File: src/rtl/rgbcpf_pkg.sv
// Shared types and constants for the RGB888 to client pixel format converter.
package rgbcpf_pkg;

    localparam int unsigned CHAN_W     = 8;
    localparam int unsigned PIX_W      = 32;
    localparam int unsigned CNT_W      = 3;
    localparam int unsigned IN_DATA_W  = 24;
    localparam int unsigned OUT_DATA_W = 40;
    localparam int unsigned ADDR_W     = 5;
    localparam int unsigned APB_W      = 32;

    localparam logic [1:0] WMODE_8  = 2'd0;
    localparam logic [1:0] WMODE_16 = 2'd1;
    localparam logic [1:0] WMODE_32 = 2'd2;

    localparam logic [2:0] REG_WIDTH_MODE  = 3'd0;
    localparam logic [2:0] REG_BIG_ENDIAN  = 3'd1;
    localparam logic [2:0] REG_RED_BITS    = 3'd2;
    localparam logic [2:0] REG_GREEN_BITS  = 3'd3;
    localparam logic [2:0] REG_BLUE_BITS   = 3'd4;
    localparam logic [2:0] REG_RED_SHIFT   = 3'd5;
    localparam logic [2:0] REG_GREEN_SHIFT = 3'd6;
    localparam logic [2:0] REG_BLUE_SHIFT  = 3'd7;

    localparam logic [CNT_W-1:0] BYTES_1 = 3'd1;
    localparam logic [CNT_W-1:0] BYTES_2 = 3'd2;
    localparam logic [CNT_W-1:0] BYTES_4 = 3'd4;

    typedef struct packed {
        logic [1:0] width_mode;
        logic       big_endian;
        logic [3:0] red_bits;
        logic [3:0] green_bits;
        logic [3:0] blue_bits;
        logic [4:0] red_shift;
        logic [4:0] green_shift;
        logic [4:0] blue_shift;
    } t_cfg;

    typedef struct packed {
        logic [CHAN_W-1:0] red;
        logic [CHAN_W-1:0] green;
        logic [CHAN_W-1:0] blue;
        logic              line_end;
    } t_pix_in;

    typedef struct packed {
        logic [PIX_W-1:0] pixel_bytes;
        logic [CNT_W-1:0] byte_count;
        logic             line_end_out;
    } t_pix_out;

    // Keeps the top n bits of a channel and places them at the given shift.
    function automatic logic [PIX_W-1:0] place_channel(
        input logic [CHAN_W-1:0] value,
        input logic [3:0]        n,
        input logic [4:0]        shift
    );
        logic [3:0]        nsat;
        logic [CHAN_W-1:0] kept;
        nsat = (n > 4'd8) ? 4'd8 : n;
        kept = value >> (4'd8 - nsat);
        return {{(PIX_W-CHAN_W){1'b0}}, kept} << shift;
    endfunction

endpackage

File: src/rtl/rgbcpf_cfg.sv
// Configuration register file with its APB-style access port.
module rgbcpf_cfg
    import rgbcpf_pkg::*;
(
    input  logic              i_clk,
    input  logic              i_rst_n,
    input  logic              psel,
    input  logic              penable,
    input  logic              pwrite,
    input  logic [ADDR_W-1:0] paddr,
    input  logic [APB_W-1:0]  pwdata,
    output logic [APB_W-1:0]  prdata,
    output logic              pready,
    output t_cfg              o_cfg
);

    t_cfg        r_cfg;
    t_cfg        n_cfg;
    logic        wr_en;
    logic [2:0]  reg_idx;

    assign pready  = 1'b1;
    assign wr_en   = psel & penable & pwrite;
    assign reg_idx = paddr[ADDR_W-1:2];

    always_comb begin
        n_cfg = r_cfg;
        if (wr_en) begin
            case (reg_idx)
                REG_WIDTH_MODE:  n_cfg.width_mode  = pwdata[1:0];
                REG_BIG_ENDIAN:  n_cfg.big_endian  = pwdata[0];
                REG_RED_BITS:    n_cfg.red_bits    = pwdata[3:0];
                REG_GREEN_BITS:  n_cfg.green_bits  = pwdata[3:0];
                REG_BLUE_BITS:   n_cfg.blue_bits   = pwdata[3:0];
                REG_RED_SHIFT:   n_cfg.red_shift   = pwdata[4:0];
                REG_GREEN_SHIFT: n_cfg.green_shift = pwdata[4:0];
                REG_BLUE_SHIFT:  n_cfg.blue_shift  = pwdata[4:0];
                default:         n_cfg = r_cfg;
            endcase
        end
    end

    always_ff @(posedge i_clk) begin
        if (!i_rst_n) begin
            r_cfg.width_mode  <= WMODE_32;
            r_cfg.big_endian  <= 1'b0;
            r_cfg.red_bits    <= 4'd8;
            r_cfg.green_bits  <= 4'd8;
            r_cfg.blue_bits   <= 4'd8;
            r_cfg.red_shift   <= 5'd16;
            r_cfg.green_shift <= 5'd8;
            r_cfg.blue_shift  <= 5'd0;
        end else begin
            r_cfg <= n_cfg;
        end
    end

    always_comb begin
        case (reg_idx)
            REG_WIDTH_MODE:  prdata = {30'd0, r_cfg.width_mode};
            REG_BIG_ENDIAN:  prdata = {31'd0, r_cfg.big_endian};
            REG_RED_BITS:    prdata = {28'd0, r_cfg.red_bits};
            REG_GREEN_BITS:  prdata = {28'd0, r_cfg.green_bits};
            REG_BLUE_BITS:   prdata = {28'd0, r_cfg.blue_bits};
            REG_RED_SHIFT:   prdata = {27'd0, r_cfg.red_shift};
            REG_GREEN_SHIFT: prdata = {27'd0, r_cfg.green_shift};
            REG_BLUE_SHIFT:  prdata = {27'd0, r_cfg.blue_shift};
            default:         prdata = '0;
        endcase
    end

    assign o_cfg = r_cfg;

endmodule

File: src/rtl/rgbcpf_conv.sv
// Combinational pixel conversion: channel placement, width truncation and byte order.
module rgbcpf_conv
    import rgbcpf_pkg::*;
(
    input  t_cfg     i_cfg,
    input  t_pix_in  i_pix,
    output t_pix_out o_pix
);

    logic [PIX_W-1:0] pixel;
    logic [PIX_W-1:0] result;
    logic [CNT_W-1:0] count;

    assign pixel = place_channel(i_pix.red,   i_cfg.red_bits,   i_cfg.red_shift)
                 | place_channel(i_pix.green, i_cfg.green_bits, i_cfg.green_shift)
                 | place_channel(i_pix.blue,  i_cfg.blue_bits,  i_cfg.blue_shift);

    always_comb begin
        case (i_cfg.width_mode)
            WMODE_8: begin
                count  = BYTES_1;
                result = {24'd0, pixel[7:0]};
            end
            WMODE_16: begin
                count  = BYTES_2;
                result = i_cfg.big_endian ? {16'd0, pixel[7:0], pixel[15:8]}
                                          : {16'd0, pixel[15:0]};
            end
            default: begin
                count  = BYTES_4;
                result = i_cfg.big_endian
                       ? {pixel[7:0], pixel[15:8], pixel[23:16], pixel[31:24]}
                       : pixel;
            end
        endcase
    end

    assign o_pix.pixel_bytes  = result;
    assign o_pix.byte_count   = count;
    assign o_pix.line_end_out = i_pix.line_end;

endmodule

File: src/rtl/rgb888_to_client_pixel_format_unit.sv
// Top level of the RGB888 to client pixel format converter.
//
//   Channel    Direction  Payload
//   s stream   in         tdata = red[7:0], green[15:8], blue[23:16]; tlast = line end
//   m stream   out        tdata = pixel_bytes[31:0], byte_count[34:32], zero[39:35];
//                         tlast = line end
//   APB        in/out     eight configuration registers at byte addresses 0 to 28
//
// A word passes from acceptance into the input register and then into the result register,
// with the conversion logic between them.
// One word is accepted every cycle while the output side keeps taking words.
// A stall on the output backs up both registers, then input ready drops.
// Synchronous reset empties both registers and loads the default 32-bit format.
module rgb888_to_client_pixel_format_unit
    import rgbcpf_pkg::*;
(
    input  logic                  i_clk,
    input  logic                  i_rst_n,
    input  logic                  i_s_tvalid,
    output logic                  o_s_tready,
    input  logic [IN_DATA_W-1:0]  i_s_tdata,   // red, green, blue from bit 0 up
    input  logic                  i_s_tlast,
    output logic                  o_m_tvalid,
    input  logic                  i_m_tready,
    output logic [OUT_DATA_W-1:0] o_m_tdata,   // pixel_bytes, byte_count, zero padding
    output logic                  o_m_tlast,
    input  logic                  psel,
    input  logic                  penable,
    input  logic                  pwrite,
    input  logic [ADDR_W-1:0]     paddr,
    input  logic [APB_W-1:0]      pwdata,
    output logic [APB_W-1:0]      prdata,
    output logic                  pready
);

    t_cfg     cfg;
    t_pix_in  r_in;
    logic     r_in_valid;
    t_pix_out conv_out;
    t_pix_out r_out;
    logic     r_out_valid;
    logic     out_free;
    logic     in_adv;

    rgbcpf_cfg u_cfg (
        .i_clk   (i_clk),
        .i_rst_n (i_rst_n),
        .psel    (psel),
        .penable (penable),
        .pwrite  (pwrite),
        .paddr   (paddr),
        .pwdata  (pwdata),
        .prdata  (prdata),
        .pready  (pready),
        .o_cfg   (cfg)
    );

    rgbcpf_conv u_conv (
        .i_cfg (cfg),
        .i_pix (r_in),
        .o_pix (conv_out)
    );

    assign out_free   = !r_out_valid || i_m_tready;
    assign in_adv     = r_in_valid && out_free;
    assign o_s_tready = !r_in_valid || out_free;

    always_ff @(posedge i_clk) begin
        if (!i_rst_n) begin
            r_in_valid <= 1'b0;
        end else if (o_s_tready) begin
            r_in_valid <= i_s_tvalid;
        end
    end

    always_ff @(posedge i_clk) begin
        if (o_s_tready && i_s_tvalid) begin
            r_in.red      <= i_s_tdata[7:0];
            r_in.green    <= i_s_tdata[15:8];
            r_in.blue     <= i_s_tdata[23:16];
            r_in.line_end <= i_s_tlast;
        end
    end

    always_ff @(posedge i_clk) begin
        if (!i_rst_n) begin
            r_out_valid <= 1'b0;
        end else if (out_free) begin
            r_out_valid <= r_in_valid;
        end
    end

    always_ff @(posedge i_clk) begin
        if (in_adv) begin
            r_out <= conv_out;
        end
    end

    assign o_m_tvalid = r_out_valid;
    assign o_m_tdata  = {5'd0, r_out.byte_count, r_out.pixel_bytes};
    assign o_m_tlast  = r_out.line_end_out;

`ifndef NO_ASSERTIONS
    a_ready_when_empty: assert property (@(posedge i_clk) disable iff (!i_rst_n)
        !r_in_valid |-> o_s_tready)
        else $error("input not ready while input register is empty");

    a_no_accept_when_full: assert property (@(posedge i_clk) disable iff (!i_rst_n)
        (r_in_valid && r_out_valid && !i_m_tready) |-> !o_s_tready)
        else $error("input ready while both registers hold stalled words");

    a_count_legal: assert property (@(posedge i_clk) disable iff (!i_rst_n)
        o_m_tvalid |-> (r_out.byte_count == BYTES_1 || r_out.byte_count == BYTES_2 ||
                        r_out.byte_count == BYTES_4))
        else $error("illegal byte count on output");

    a_unused_bytes_zero: assert property (@(posedge i_clk) disable iff (!i_rst_n)
        (o_m_tvalid && r_out.byte_count == BYTES_1) |-> (r_out.pixel_bytes[31:8] == '0))
        else $error("bytes beyond the byte count are not zero");

    a_advance_fills_output: assert property (@(posedge i_clk) disable iff (!i_rst_n)
        in_adv |=> r_out_valid)
        else $error("converted word lost between registers");
`endif

endmodule
File: config.mk
export PLATFORM = sky130hd
export DESIGN_NAME = rgb888_to_client_pixel_format_unit
export DESIGN_NICKNAME = d
export VERILOG_FILES = /design/src/rtl/rgbcpf_pkg.sv /design/src/rtl/rgbcpf_cfg.sv /design/src/rtl/rgbcpf_conv.sv /design/src/rtl/rgb888_to_client_pixel_format_unit.sv
export SDC_FILE = /design/constraint.sdc
export NUM_CORES = 1
export LEC_CHECK = 0
export BUFFER_PORTS_ARGS = -buffer_cell sky130_fd_sc_hd__buf_4
export CORE_AREA = 4 4 116 200
export DETAILED_ROUTE_END_ITERATION = 10
export DIE_AREA = 0 0 120 204
export PLACE_DENSITY = 0.71
export SYNTH_ARGS = -nofsm -noshare
export SYNTH_HDL_FRONTEND = slang
export SYNTH_SLANG_ARGS = --single-unit
File: constraint.sdc
create_clock -name i_clk -period 3.5 [get_ports i_clk]
set_clock_uncertainty 0.05 [all_clocks]
set_input_delay 0.7 -clock i_clk [delete_from_list [all_inputs] [get_ports i_clk]]
set_output_delay 0.7 -clock i_clk [all_outputs]
set_load 0.03 [all_outputs]
==> results.txt <==
Pre-antenna DRT Iters = 6
First-pass GRT wire length = 46.2 mm
CTS Buf Count = 9
Synthesized cell area = 8470 µm²
Final nets = 1208
Sw Ratio = 0.298
CP dominant cell by count = buf_6
Max Fclk = 285 MHz
Outcome = complete, but fails checks
Largest net degree at the start of global routing = 37
Leak = 4.12 nW
Ys async rst share = 0
Boundary Pins = 145
Area grow syn2layout = 26.6%
Largest stage delay, worst path = 0.36 ns
CORE AREA = 21600 µm²
Final Util = 0.497
Post-DP HPWL = 23.6 mm
Critical Path Fanout Max = 8
Post-Syn Area per Cell = 8.56 µm²
Cell Int Power = 0.00199 W
Vias in the first global route = 8239
Die area = 24500 µm²
DRC viols = 0
Initial antenna violation count = 0
Top post-synthesis cells by area = edfxtp_1 22%, dfxtp_1 7.6%, mux2i_1 5.9%
Data required time of the critical path = 3.56 ns
Post-Route Setup TNS = -0.00853 ns
Post-synthesis cell count = 990
H-Tree Level Count = 3
Max clock buf depth = 2
Worst setup EP type = flop
Hold Fails Final Rpt = 0
Pins Over Slew Limit = 0
TritonCTS clock tree = built
Initial Util = 0.392
CTS sink cnt = 93
# fillers = 2027
Vias per inst = 6.18
Clk_lat worst skew = 0.37 ns
Pwr Density = 265 nW/µm²
Net Switching = 0.000847 W
Layout cells sized above 1 = 0.316
Min-Delay Path Class = reg -> reg
Clock slew seen by the registers of the worst setup and hold paths = 0.07 ns
Rel. slew slack = 0.274
Synth Register Bits = 93
Root buffer cell = clkbuf_16
Final setup vio count = 1
Vias = 8857
Yosys top cell area share = 0.216
Cell with the most instances after synthesis = nand2_1
Final worst path period share = 1.00
CP Cell Sequence = and2b_4 > inv_2 > ha_4 > buf_6 > xor2_4 > buf_6 > a32oi_1 > o211ai_1 > a22oi_1 > a21oi_1 > o2111ai_1 > a2bb2o_1 > o311a_1
CP arrival = 3.57 ns
Min Tclk post-route = 3.51 ns
Seq pwr share = 0.441
Max_cap viols = 0
Wire per inst = 21.4 µm
CP startpoint kind = flop
Synth cell count leaders = 84 x nand2_1, 83 x nor2_1, 61 x edfxtp_1
Core Rows = 71
GPL Wtd Cong = 1.11
Worst IR drop on VDD = 197 µV
ANT cells = 0
Register area share after synthesis = 0.292
Top FF cell, synth = edfxtp_1
Overflow after GRT = 0
Final ANT Viol Nets = 0
Initial DRC count = 843
Overall routed net length = 30.7 mm
Die Span Y = 204 µm
Failing checks = negative setup slack
WS Path Type = reg -> reg
Distinct cell type count of the synthesized netlist = 108
Buffers on Ports = 82
Worst-Margin Slew = 1.09 ns
Logic gate share of total power = 0.206
Clock share of power = 0.354
Die extent in x = 120 µm
Largest area contributor in the netlist = edfxtp_1
Final WS setup = -0.00853 ns
Post-synth EDFFs = 61
Yosys warnings = 0
RSZ-0062 raised after global routing = true
Total track usage = 0.244
Crit-path slowest cell = a22oi_1
-- worst max-delay path, delay by kind of cell, from the launching register on --
family | cells | cell delay [ns]
AOI/OAI and AO/OA | 7 | 1.98
DFF | 1 | 0.32
buffers and inverters | 3 | 0.32
and+or+nand+nor | 1 | 0.25
adders and majority gates | 1 | 0.17
xor gates and xnor gates | 1 | 0.16
-- sequential cells by signal, indices dropped and copies added, names as in the netlist --
name	flops
o_m_tvalid	1
o_m_tlast	1
r_in	25
r_in_valid	1
u_cfg.o_cfg	30
o_m_tdata	35
-- cell families after synthesis --
group           synth area share
compound gates             0.293
simple gates               0.213
mux                        0.105
fa+ha+maj                0.00443
flops                      0.292
xor+xnor                 0.00620
buf+inv                   0.0854
other cells             0.000887
-- through the flow --
| stage | setup WS, ns | power, W | hold WS [ns] | cells | cell area (µm²) |
|---|---|---|---|---|---|
| after floorplan | 0.00480 | 0.00164 | 0.350 | 1021 | 8590 |
| after global placement | -0.214 | 0.00181 | 0.354 | 1417 | 9990 |
| after detailed placement | -0.237 | 0.00182 | 0.371 | 1417 | 9990 |
| after CTS | -0.0344 | 0.00283 | 0.389 | 1433 | 10400 |
| after global routing | -0.123 | 0.00294 | 0.403 | 1433 | 10700 |
| final | -0.00853 | 0.00284 | 0.386 | 1433 | 10700 |
-- worst paths after layout --
kind,to,depth (start not counted),slack [ns],start
setup / recovery,o_m_tdata[25],13,-0.009,u_cfg.o_cfg[18]
hold / removal,o_m_tlast,0,0.39,r_in[0]
setup reg to reg,o_m_tdata[25],13,-0.009,u_cfg.o_cfg[18]
hold reg to reg,o_m_tlast,0,0.39,r_in[0]
-- cells in the final DEF (no fill, tap or decap), types with 7 or more instances in the layout --
| cell type | n |
|---|---|
| buf_4 | 213 |
| nand2_1 | 84 |
| nor2_1 | 82 |
| edfxtp_1 | 61 |
| mux2i_1 | 47 |
| nor2b_1 | 38 |
| a21oi_1 | 35 |
| conb_1 | 33 |
| dfxtp_1 | 32 |
| nand3_1 | 28 |
| o21ai_0 | 27 |
| inv_1 | 26 |
| nor3_1 | 25 |
| a211oi_1 | 21 |
| o211ai_1 | 17 |
| o22ai_1 | 14 |
| a31oi_1 | 13 |
| o31ai_1 | 13 |
| a22oi_1 | 12 |
| mux2_2 | 10 |
| clkbuf_16 | 10 |
| nand4_1 | 9 |
| and3_1 | 9 |
| nand2b_1 | 9 |
| o221ai_1 | 9 |
| mux4_2 | 8 |
| a21oi_2 | 8 |
| o32ai_1 | 8 |
| o21ai_1 | 8 |
| a32oi_1 | 7 |
| a221oi_2 | 7 |
| a221oi_1 | 7 |
-- per-layer routing --
layer	global-route usage	share of wire	vias to the layer above
met5	0	0	-
met4	0.181	0.083	0
met3	0.0379	0.067	147
met2	0.428	0.50	498
met1	0.262	0.35	4162
li1	-	-	4050
-- repair_timing --
| item | CTS | global route |
|---|---|---|
| hold buffers | 0 | 0 |
| cloned | 0 | 0 |
| pin swaps | 2 | 17 |
| endpoints found under the setup margin | 16 | 31 |
| endpoints found under the hold margin | 0 | 0 |
| buffers inserted | 0 | 1 |
| gates resized for setup | 16 | 58 |
-- cell type report --
class / instances / area [µm²] / area share
multi-input cells: 782 / 5810 / 0.542
flip-flops and latches: 93 / 2470 / 0.231
repair buffers: 217 / 1640 / 0.153
well taps: 292 / 365 / 0.0341
clock buffers: 10 / 250 / 0.0233
inverters: 33 / 124 / 0.0116
clock inverters: 6 / 51.3 / 0.00478
-- power groups by stage --
| stage | clock network (W) | registers [W] | logic [W] |
|---|---|---|---|
| after detailed placement | 0 | 0.00127 | 0.000550 |
| after global placement | 0 | 0.00127 | 0.000543 |
| final | 0.00100 | 0.00125 | 0.000583 |
| after CTS | 0.00103 | 0.00125 | 0.000555 |
| after global routing | 0.00107 | 0.00125 | 0.000618 |
| after floorplan | 0 | 0.00130 | 0.000334 |
No activity file was read; power rests on OpenSTA's default activity.
